===== src/hdl/assert_macros.svh =====
// ---------------------------------------------------------------------------
// assert_macros.svh
// Assertion helpers used by the RTL. They expand to nothing in synthesis.
// ---------------------------------------------------------------------------
`ifndef ASSERT_MACROS_SVH
`define ASSERT_MACROS_SVH

`ifndef SYNTHESIS
// Same-cycle implication, disabled while reset is asserted.
`define ASSERT_IMPL(lbl, clk, rst_n, ante, cons) \
	lbl: assert property (@(posedge clk) disable iff (!(rst_n)) (ante) |-> (cons)) \
	else $error("assertion failed: same-cycle implication");
// Next-cycle implication, disabled while reset is asserted.
`define ASSERT_NEXT(lbl, clk, rst_n, ante, cons) \
	lbl: assert property (@(posedge clk) disable iff (!(rst_n)) (ante) |=> (cons)) \
	else $error("assertion failed: next-cycle implication");
`else
`define ASSERT_IMPL(lbl, clk, rst_n, ante, cons)
`define ASSERT_NEXT(lbl, clk, rst_n, ante, cons)
`endif

`endif


===== src/hdl/dmn_pkg.sv =====
// ---------------------------------------------------------------------------
// dmn_pkg
// Types and codes shared by the mutual exclusion node and its output stage.
// ---------------------------------------------------------------------------
package dmn_pkg;

	localparam int ID_W      = 5;
	localparam int SEQ_W     = 16;
	localparam int FUNC_W    = 2;
	localparam int KIND_W    = 2;
	localparam int CFG_IDX_W = 2;
	localparam int CFG_W     = 5;

	// Number of node slots. The id and destination fields are sized for it.
	localparam int NODE_SLOTS = 16;

	// Event codes.
	localparam logic [FUNC_W-1:0] FUNC_WANT       = 2'd0;
	localparam logic [FUNC_W-1:0] FUNC_PEER_REQ   = 2'd1;
	localparam logic [FUNC_W-1:0] FUNC_PEER_REPLY = 2'd2;
	localparam logic [FUNC_W-1:0] FUNC_RELEASE    = 2'd3;

	// Message kinds.
	localparam logic [KIND_W-1:0] KIND_REQUEST = 2'd0;
	localparam logic [KIND_W-1:0] KIND_REPLY   = 2'd1;
	localparam logic [KIND_W-1:0] KIND_GRANT   = 2'd2;

	// Configuration register indexes.
	localparam logic [CFG_IDX_W-1:0] CFG_NODE_COUNT = 2'd0;
	localparam logic [CFG_IDX_W-1:0] CFG_OWN_ID     = 2'd1;

	typedef struct packed {
		logic [FUNC_W-1:0] func;
		logic [ID_W-1:0]   peer;
		logic [SEQ_W-1:0]  peer_seq;
	} evt_t;

	typedef struct packed {
		logic [KIND_W-1:0] msg_kind;
		logic [ID_W-1:0]   dest;
		logic [SEQ_W-1:0]  out_seq;
		logic              last;
	} msg_t;

endpackage


===== src/hdl/dmn_outbuf.sv =====
// ---------------------------------------------------------------------------
// dmn_outbuf
// Output register of the node: holds one message until the receiver takes it.
// ---------------------------------------------------------------------------
module dmn_outbuf (
	input  logic          clk,
	input  logic          arst_n,
	input  logic          load,
	input  dmn_pkg::msg_t din,
	output logic          free,
	output logic          msg_valid,
	input  logic          msg_ready,
	output dmn_pkg::msg_t msg
);
	import dmn_pkg::*;

	logic valid_q;
	msg_t data_q;

	// The register can take a new message when empty or when it drains now.
	assign free      = !valid_q || msg_ready;
	assign msg_valid = valid_q;
	assign msg       = data_q;

	always_ff @(posedge clk or negedge arst_n) begin
		if (!arst_n) begin
			valid_q <= 1'b0;
		end else if (load) begin
			valid_q <= 1'b1;
		end else if (msg_ready) begin
			valid_q <= 1'b0;
		end
	end

	always_ff @(posedge clk) begin
		if (load) begin
			data_q <= din;
		end
	end

endmodule


===== src/hdl/distributed_mutex_node.sv =====
// ---------------------------------------------------------------------------
// distributed_mutex_node
// One node of Ricart-Agrawala distributed mutual exclusion.
// ---------------------------------------------------------------------------
// Usage. Events enter on the evt channel (valid/ready): want entry, peer
// request, peer reply and release. Every message the node must send leaves on
// the msg channel (valid/ready), one transaction per message, with last set
// on the final message caused by an event. The user must write node_count
// and own_id on the cfg channel only while idle; it is not enforced.
//
// Timing. Peer requests, peer replies and a want entry that needs no request
// are handled as the event is taken; their message, if any, is shown the
// cycle after. A want entry with peers, and a release with deferred replies,
// start a walk over the id positions: one position per cycle while the output
// can take a message, from node 1 up to the highest id that gets a message,
// so at most NODE_SLOTS positions. A single scan unit (mask, index counter,
// one compare) does the walk; the node takes no new event until it finishes.
//
// Reset clears all protocol state: not requesting, sequence numbers zero,
// nothing deferred, node_count = 2 and own_id = 1. When the receiver stalls,
// the output register holds its message and the walk pauses on it; the
// node keeps evt_ready low until the register can take a message again.
// ---------------------------------------------------------------------------
`include "assert_macros.svh"

module distributed_mutex_node (
	input  logic                             clk,
	input  logic                             arst_n,
	input  logic                             evt_valid,
	output logic                             evt_ready,
	input  dmn_pkg::evt_t                    evt,
	output logic                             msg_valid,
	input  logic                             msg_ready,
	output dmn_pkg::msg_t                    msg,
	input  logic                             cfg_valid,
	output logic                             cfg_ready,
	input  logic [dmn_pkg::CFG_IDX_W-1:0]    cfg_index,
	input  logic [dmn_pkg::CFG_W-1:0]        cfg_data
);
	import dmn_pkg::*;

	localparam int IDX_W  = (NODE_SLOTS > 1) ? $clog2(NODE_SLOTS) : 1;
	localparam int OWED_W = IDX_W;

	// Sequencer states: idle, or walking a mask of destinations.
	localparam logic ST_IDLE = 1'b0;
	localparam logic ST_WALK = 1'b1;

	// Configuration.
	logic [ID_W-1:0] node_count_q;
	logic [ID_W-1:0] own_id_q;

	// Protocol state.
	logic                  requesting_q, requesting_n;
	logic [SEQ_W-1:0]      own_seq_q, own_seq_n;
	logic [SEQ_W-1:0]      highest_q, highest_n;
	logic [OWED_W-1:0]     owed_q, owed_n;
	logic [NODE_SLOTS-1:0] deferred_q, deferred_n;

	// Scan unit: remaining destinations, current position and message kind.
	logic                  state_q, state_n;
	logic [NODE_SLOTS-1:0] rem_q, rem_n;
	logic [IDX_W-1:0]      idx_q, idx_n;
	logic [KIND_W-1:0]     kind_q, kind_n;

	// Output register interface.
	logic obuf_load;
	msg_t obuf_din;
	logic obuf_free;

	// Decoded helpers.
	logic [ID_W:0]         n_eff;
	logic                  me_in_range;
	logic                  peer_ok;
	logic                  defer;
	logic [NODE_SLOTS-1:0] in_range;
	logic [NODE_SLOTS-1:0] own_onehot;
	logic [NODE_SLOTS-1:0] peer_onehot;
	logic [NODE_SLOTS-1:0] idx_onehot;
	logic [NODE_SLOTS-1:0] bc_mask;
	logic [NODE_SLOTS-1:0] flush_mask;
	logic [NODE_SLOTS-1:0] rem_rest;
	logic                  evt_fire;

	assign evt_ready = (state_q == ST_IDLE) && obuf_free;
	assign cfg_ready = 1'b1;
	assign evt_fire  = evt_valid && evt_ready;

	// The effective node count is node_count clamped to NODE_SLOTS.
	always_comb begin
		if ({1'b0, node_count_q} > (ID_W+1)'(NODE_SLOTS)) begin
			n_eff = (ID_W+1)'(NODE_SLOTS);
		end else begin
			n_eff = {1'b0, node_count_q};
		end
	end

	assign me_in_range = (own_id_q != '0) && ({1'b0, own_id_q} <= n_eff);
	assign peer_ok = (evt.peer != '0) && ({1'b0, evt.peer} <= n_eff) &&
		(evt.peer != own_id_q);
	// A peer with a later sequence, or the same sequence and a larger id,
	// waits for our release.
	assign defer = requesting_q && ((evt.peer_seq > own_seq_q) ||
		((evt.peer_seq == own_seq_q) && (evt.peer > own_id_q)));

	// Bit k of every mask stands for node k+1.
	always_comb begin
		for (int k = 0; k < NODE_SLOTS; k++) begin
			in_range[k]    = ((ID_W+1)'(k) < n_eff);
			own_onehot[k]  = ((ID_W+1)'(k) + (ID_W+1)'(1) == {1'b0, own_id_q});
			peer_onehot[k] = ((ID_W+1)'(k) + (ID_W+1)'(1) == {1'b0, evt.peer});
			idx_onehot[k]  = (IDX_W'(k) == idx_q);
		end
	end

	// Broadcast targets. With own_id outside the node range and a full node
	// count, the top node is dropped so that at most NODE_SLOTS-1 requests go.
	always_comb begin
		bc_mask = in_range & ~own_onehot;
		if (!me_in_range && (n_eff == (ID_W+1)'(NODE_SLOTS))) begin
			bc_mask[NODE_SLOTS-1] = 1'b0;
		end
	end

	assign flush_mask = deferred_q & ~own_onehot;
	assign rem_rest   = rem_q & ~idx_onehot;

	// Sequencer and protocol next-state logic.
	always_comb begin
		requesting_n = requesting_q;
		own_seq_n    = own_seq_q;
		highest_n    = highest_q;
		owed_n       = owed_q;
		deferred_n   = deferred_q;
		state_n      = state_q;
		rem_n        = rem_q;
		idx_n        = idx_q;
		kind_n       = kind_q;
		obuf_load    = 1'b0;
		obuf_din     = '0;

		case (state_q)
			ST_IDLE: begin
				if (evt_fire) begin
					case (evt.func)
						FUNC_WANT: begin
							if (!requesting_q) begin
								requesting_n = 1'b1;
								own_seq_n    = highest_q + SEQ_W'(1);
								owed_n       = '0;
								if (bc_mask == '0) begin
									// No peer at all: enter at once.
									obuf_load         = 1'b1;
									obuf_din.msg_kind = KIND_GRANT;
									obuf_din.last     = 1'b1;
								end else begin
									rem_n   = bc_mask;
									idx_n   = '0;
									kind_n  = KIND_REQUEST;
									state_n = ST_WALK;
								end
							end
						end
						FUNC_PEER_REQ: begin
							if (peer_ok) begin
								if (evt.peer_seq > highest_q) begin
									highest_n = evt.peer_seq;
								end
								if (defer) begin
									deferred_n = deferred_q | peer_onehot;
								end else begin
									obuf_load         = 1'b1;
									obuf_din.msg_kind = KIND_REPLY;
									obuf_din.dest     = evt.peer;
									obuf_din.last     = 1'b1;
								end
							end
						end
						FUNC_PEER_REPLY: begin
							if (requesting_q && (owed_q != '0)) begin
								owed_n = owed_q - OWED_W'(1);
								if (owed_q == OWED_W'(1)) begin
									obuf_load         = 1'b1;
									obuf_din.msg_kind = KIND_GRANT;
									obuf_din.last     = 1'b1;
								end
							end
						end
						FUNC_RELEASE: begin
							requesting_n = 1'b0;
							owed_n       = '0;
							deferred_n   = '0;
							rem_n        = flush_mask;
							idx_n        = '0;
							kind_n       = KIND_REPLY;
							if (flush_mask != '0) begin
								state_n = ST_WALK;
							end
						end
						default: begin
						end
					endcase
				end
			end
			ST_WALK: begin
				// One id position per cycle, paused while the output is full.
				if (obuf_free) begin
					if (rem_q[idx_q]) begin
						obuf_load         = 1'b1;
						obuf_din.msg_kind = kind_q;
						obuf_din.dest     = ID_W'(idx_q) + ID_W'(1);
						obuf_din.out_seq  = (kind_q == KIND_REQUEST) ? own_seq_q : '0;
						obuf_din.last     = (rem_rest == '0);
						if (kind_q == KIND_REQUEST) begin
							owed_n = owed_q + OWED_W'(1);
						end
					end
					rem_n = rem_rest;
					idx_n = idx_q + IDX_W'(1);
					if (rem_rest == '0) begin
						state_n = ST_IDLE;
					end
				end
			end
			default: begin
				state_n = ST_IDLE;
			end
		endcase
	end

	always_ff @(posedge clk or negedge arst_n) begin
		if (!arst_n) begin
			requesting_q <= 1'b0;
			own_seq_q    <= '0;
			highest_q    <= '0;
			owed_q       <= '0;
			deferred_q   <= '0;
			state_q      <= ST_IDLE;
			rem_q        <= '0;
			idx_q        <= '0;
		end else begin
			requesting_q <= requesting_n;
			own_seq_q    <= own_seq_n;
			highest_q    <= highest_n;
			owed_q       <= owed_n;
			deferred_q   <= deferred_n;
			state_q      <= state_n;
			rem_q        <= rem_n;
			idx_q        <= idx_n;
		end
	end

	always_ff @(posedge clk) begin
		kind_q <= kind_n;
	end

	// Configuration registers.
	always_ff @(posedge clk or negedge arst_n) begin
		if (!arst_n) begin
			node_count_q <= ID_W'(2);
			own_id_q     <= ID_W'(1);
		end else if (cfg_valid && cfg_ready) begin
			case (cfg_index)
				CFG_NODE_COUNT: node_count_q <= cfg_data;
				CFG_OWN_ID:     own_id_q     <= cfg_data;
				default: begin
				end
			endcase
		end
	end

	dmn_outbuf u_outbuf (
		.clk       (clk),
		.arst_n    (arst_n),
		.load      (obuf_load),
		.din       (obuf_din),
		.free      (obuf_free),
		.msg_valid (msg_valid),
		.msg_ready (msg_ready),
		.msg       (msg)
	);

	// The output register is loaded only when it can take the message.
	`ASSERT_IMPL(a_load_when_free, clk, arst_n, obuf_load, obuf_free)
	// A walk always has at least one destination left.
	`ASSERT_IMPL(a_walk_nonempty, clk, arst_n, state_q == ST_WALK, rem_q != '0)
	// Replies are only owed while a request is pending.
	`ASSERT_IMPL(a_owed_needs_req, clk, arst_n, !requesting_q, owed_q == '0)
	// Entry is granted only to a requesting node.
	`ASSERT_NEXT(a_grant_requesting, clk, arst_n,
		obuf_load && (obuf_din.msg_kind == KIND_GRANT), requesting_q)

endmodule


===== config.mk =====
export PLATFORM = sky130hd
export DESIGN_NAME = distributed_mutex_node
export DESIGN_NICKNAME = d
export VERILOG_FILES = /design/src/hdl/dmn_pkg.sv /design/src/hdl/dmn_outbuf.sv /design/src/hdl/distributed_mutex_node.sv
export VERILOG_INCLUDE_DIRS = /design/src /design/src/hdl
export SDC_FILE = /design/constraint.sdc
export NUM_CORES = 1
export LEC_CHECK = 0
export ABC_CLOCK_PERIOD_IN_PS = 5700
export BUFFER_PORTS_ARGS = -buffer_cell sky130_fd_sc_hd__buf_2
export CAP_MARGIN = 20
export CORE_UTILIZATION = 50
export CTS_CLUSTER_DIAMETER = 60
export DETAILED_ROUTE_END_ITERATION = 8
export PLACE_DENSITY_LB_ADDON = 0.15
export SLEW_MARGIN = 0
export SYNTH_ARGS = -nofsm -noshare
export SYNTH_HDL_FRONTEND = slang
export SYNTH_SLANG_ARGS = --single-unit

===== constraint.sdc =====
create_clock -name clk -period 5.7 [get_ports clk]
set_input_delay 0.57 -clock clk [delete_from_list [all_inputs] [get_ports clk]]
set_output_delay 0.57 -clock clk [all_outputs]
set_load 0.01 [all_outputs]

==> metrics <==
sequential cell area fraction in the yosys report 40.5%; number of DRC violations after detailed-routing iteration 0 562; RSZ-0062 raised after global routing no; number of hold violations in the final report 0; Setup Fix Bufs, Post-CTS 0; FMAX roughly 0.27 GHz; number of instances in the synthesized netlist between 700 and 800; fillers ~1300; number of global-route vias before repair about 5700; top library cells by usage in the layout, fill and taps aside sky130_fd_sc_hd__dfrtp_1 (83), sky130_fd_sc_hd__nor2_1 (64), sky130_fd_sc_hd__nand2_1 (63), sky130_fd_sc_hd__inv_1 (60), sky130_fd_sc_hd__ha_1 (60); leakage power roughly 3.3 nW; Worst slew margin about 33%; first-pass GRT wire length 29.5 mm; setup violation total in the final timing report 0; count of state elements after synthesis 110; area leader, netlist sky130_fd_sc_hd__dfrtp_1; adder and majority cell fraction of the synthesized area between 10% and 20%; number of hold buffers added after CTS 0; maximum number of pins on one net before global-route repair 86; final worst path period need approximately 3800 ps; quantity of I/O buffers inserted on ports 60; Internal Pwr Total around 2.2 mW; accumulated negative setup slack 0 ps; final antenna diode count 0; number of different library cells in the post-synthesis netlist between 70 and 80; max-cap violations 0; worst endpoint required time about 5700 ps; Initial Util 51.2%; outcome complete, no violations; Final Slew Violations 0; Area growth syn-to-layout 9.49%; beginning of the worst register-to-register path own_id_q[3]$_DFFE_PN0P_; Die H approximately 120 um; parity-gate share of the synthesized area counting xor and xnor cells 1.97%; predominant post-synthesis flop cell sky130_fd_sc_hd__dfrtp_1; Post-synth EDFFs 25; ratio of cells with drive above 1 in the final layout between 10% and 20%; Worst R2R Path Depth 8; highest ir drop seen on vdd about 0.00025 V; Net Count, Synth 860; Routed WL per cell 18.4 um; final worst-path cycle share approximately two thirds; logic gate share of total power a little over two fifths; share of total power in sequential cells about two fifths; total I/O pin count 62; post_cts resized 0; power density over the cells ~480 nW/um^2; number of buffers created by CTS 9; critical path capture point type register; post-route DRC violation count 0; Sw Share between 40% and 50%; Syn. warnings 0; total iterations of the first detailed-routing run 5; overall overflow remaining after global route 0; largest family of logic cells by synthesized area simple AND/OR/NAND/NOR gates; Reg clk slew, reported paths 70 ps; count of antenna-violating nets left after detailed routing 0; CTS Buffer Depth 2; Worst Setup Start Kind register; synthesized cell area roughly 7000 sq um; clock insertion delay at the later pin of the skew report around 360 ps; proportion of synthesized area in mux cells around 6%; Psw 1.59 mW; via/cell ratio roughly 6.1; clock root buffer sky130_fd_sc_hd__clkbuf_16; average footprint of a synthesized cell ~9.3 sq um; worst hold path class primary input to async pin; placed wire-length estimate roughly 14 mm; Post-Route WL 18.2 mm; antenna violations before repair 0; # H-tree levels 3; Register-to-Register Setup Slack 1940 ps; Post-Route Skew between 7 and 8 ps; most common library cell in the layout ignoring fill and taps sky130_fd_sc_hd__dfrtp_1; fraction of registers with async set/reset between 70% and 80%; Crit Reg-Reg Endpoint u_outbuf.msg[2]$_SDFFCE_PN0P_; via total after detailed routing ~6000; # rows 43; total routing usage reported by global routing between 20% and 30%; largest cells by area after synthesis sky130_fd_sc_hd__dfrtp_1 (29%), sky130_fd_sc_hd__edfxtp_1 (11%), sky130_fd_sc_hd__ha_1 (11%); routability congestion estimate from global placement between 0.9 and 1; Post-Synth Simple-Gate Area around 18%; die width 121 um; share of Yosys cell area claimed by the top area cell type between 20 and 30%; CTS tree built; Layout Utilization around 56%; area of the placeable core approximately 14000 sq um; maximum fanout encountered on the critical timing path 24; Nets approximately 900; share of power burned in the clock network between 10% and 20%; worst-margin pin slew 995 ps; DIE AREA ~15000 sq um; post-synthesis compound-gate area fraction approximately 17%; worst path arrival time approximately 3700 ps; CTS sink count between 100 and 150; category of the critical setup timing path register to register
[cell usage after synthesis (4+ instances only)]
cell                       count
sky130_fd_sc_hd__o32a_1        4
sky130_fd_sc_hd__buf_4         5
sky130_fd_sc_hd__mux2_2       26
sky130_fd_sc_hd__a21oi_1      50
sky130_fd_sc_hd__nor4_1        7
sky130_fd_sc_hd__a21o_1        5
sky130_fd_sc_hd__or3_1         4
sky130_fd_sc_hd__nor2_1       65
sky130_fd_sc_hd__edfxtp_1     25
sky130_fd_sc_hd__a31oi_1       5
sky130_fd_sc_hd__mux4_2        4
sky130_fd_sc_hd__nand3_1      35
sky130_fd_sc_hd__or2_2         5
sky130_fd_sc_hd__nor3_1       28
sky130_fd_sc_hd__o21a_1        4
sky130_fd_sc_hd__o22ai_1      16
sky130_fd_sc_hd__ha_1         60
sky130_fd_sc_hd__dfrtp_1      83
sky130_fd_sc_hd__o221ai_1      4
sky130_fd_sc_hd__nand3b_1      4
sky130_fd_sc_hd__o32ai_1       6
sky130_fd_sc_hd__buf_2         6
sky130_fd_sc_hd__xnor2_1      14
sky130_fd_sc_hd__inv_1        60
sky130_fd_sc_hd__o31ai_1      12
sky130_fd_sc_hd__o211ai_1      8
sky130_fd_sc_hd__nor2b_1       9
sky130_fd_sc_hd__buf_1         4
sky130_fd_sc_hd__clkbuf_1     17
sky130_fd_sc_hd__nand2b_1      9
sky130_fd_sc_hd__nand2_1      63
sky130_fd_sc_hd__o21ai_1       4
sky130_fd_sc_hd__o21ai_0      41
sky130_fd_sc_hd__mux2i_1       4
sky130_fd_sc_hd__nand4_1       8
[per-layer routing]
layer,vias to the layer above,wire [um],global-route usage [%]
met1,2913,8670,37.0
met2,215,8270,40.0
met4,0,168,6.25
met3,16,1090,5.78
met5,-,0,0
li1,2846,-,-
[cell families after synthesis]
group,Yosys count
and+or+nand+nor,259
buffers and inverters,96
other,1
muxes,34
xor gates and xnor gates,16
DFF,110
adders and majority gates,60
AOI/OAI and AO/OA,189
[metrics by stage]
step                      std cells  power (mW)  hold WS [ps]  instance area (sq um)  worst slack, ps
after floorplan                 765        2.61           274                   7110             2380
after global placement          971        3.08           517                   7470             1940
after detailed placement        971        3.12           521                   7470             1800
after CTS                       987        3.74           446                   7740             1950
after global routing            989        4.02          74.9                   7780             1620
final                           989        3.75          73.1                   7780             1940
[sequential cells by signal, summed over array words and instances (netlist names)]
signal	count
own_id_q	5
owed_q	4
requesting_q	1
deferred_q	16
u_outbuf.msg	24
kind_q	1
rem_q	16
highest_q	16
own_seq_q	16
node_count_q	5
state_q	1
idx_q	4
u_outbuf.msg_valid	1
[power by group through the flow]
stage	clock network, mW	logic [mW]	registers (mW)
global route	0.643	1.79	1.59
floorplan	0	1.17	1.44
global placement	0	1.53	1.54
detailed placement	0	1.57	1.55
finish	0.606	1.59	1.55
CTS	0.618	1.58	1.54
[how the worst max path moves through the flow]
stage,startpoint,to,slack [ps],depth (start not counted)
4_1_cts,own_id_q[2]$_DFFE_PN0P_,u_outbuf.msg[2]$_SDFFCE_PN0P_,1950,8
3_5_place_dp,evt[0],u_outbuf.msg[2]$_SDFFCE_PN0P_,1800,10
5_1_grt,node_count_q[4]$_DFFE_PN0P_,u_outbuf.msg[11]$_SDFFCE_PN0P_,1620,9
6_report,own_id_q[3]$_DFFE_PN0P_,u_outbuf.msg[2]$_SDFFCE_PN0P_,1940,8
3_3_place_gp,evt[0],u_outbuf.msg[10]$_SDFFCE_PN0P_,1940,10
2_1_floorplan,node_count_q[1]$_DFFE_PN1P_,u_outbuf.msg[0]$_DFFE_PP_,2380,10
[area by class of cell]
cell class	instances	area [sq um]	area share, %
Inverter	61	229	2.94
Multi-Input combinational cell	559	3820	49.1
Clock inverter	6	45.0	0.579
Sequential cell	110	2880	37.0
Clock buffer	10	229	2.94
Timing Repair Buffer	63	353	4.53
Tap cell	180	225	2.89
[critical path, cell delays in order (launching register included)]
cell and delay, ps:
sky130_fd_sc_hd__dfrtp_1 660, sky130_fd_sc_hd__inv_1 140, sky130_fd_sc_hd__ha_1 320, sky130_fd_sc_hd__and4_1 220, sky130_fd_sc_hd__and2_1 200, sky130_fd_sc_hd__nor4_4 310
sky130_fd_sc_hd__a21boi_1 470, sky130_fd_sc_hd__o21ai_0 250, sky130_fd_sc_hd__nand2_1 810
No activity file was read; power rests on OpenSTA's default activity.
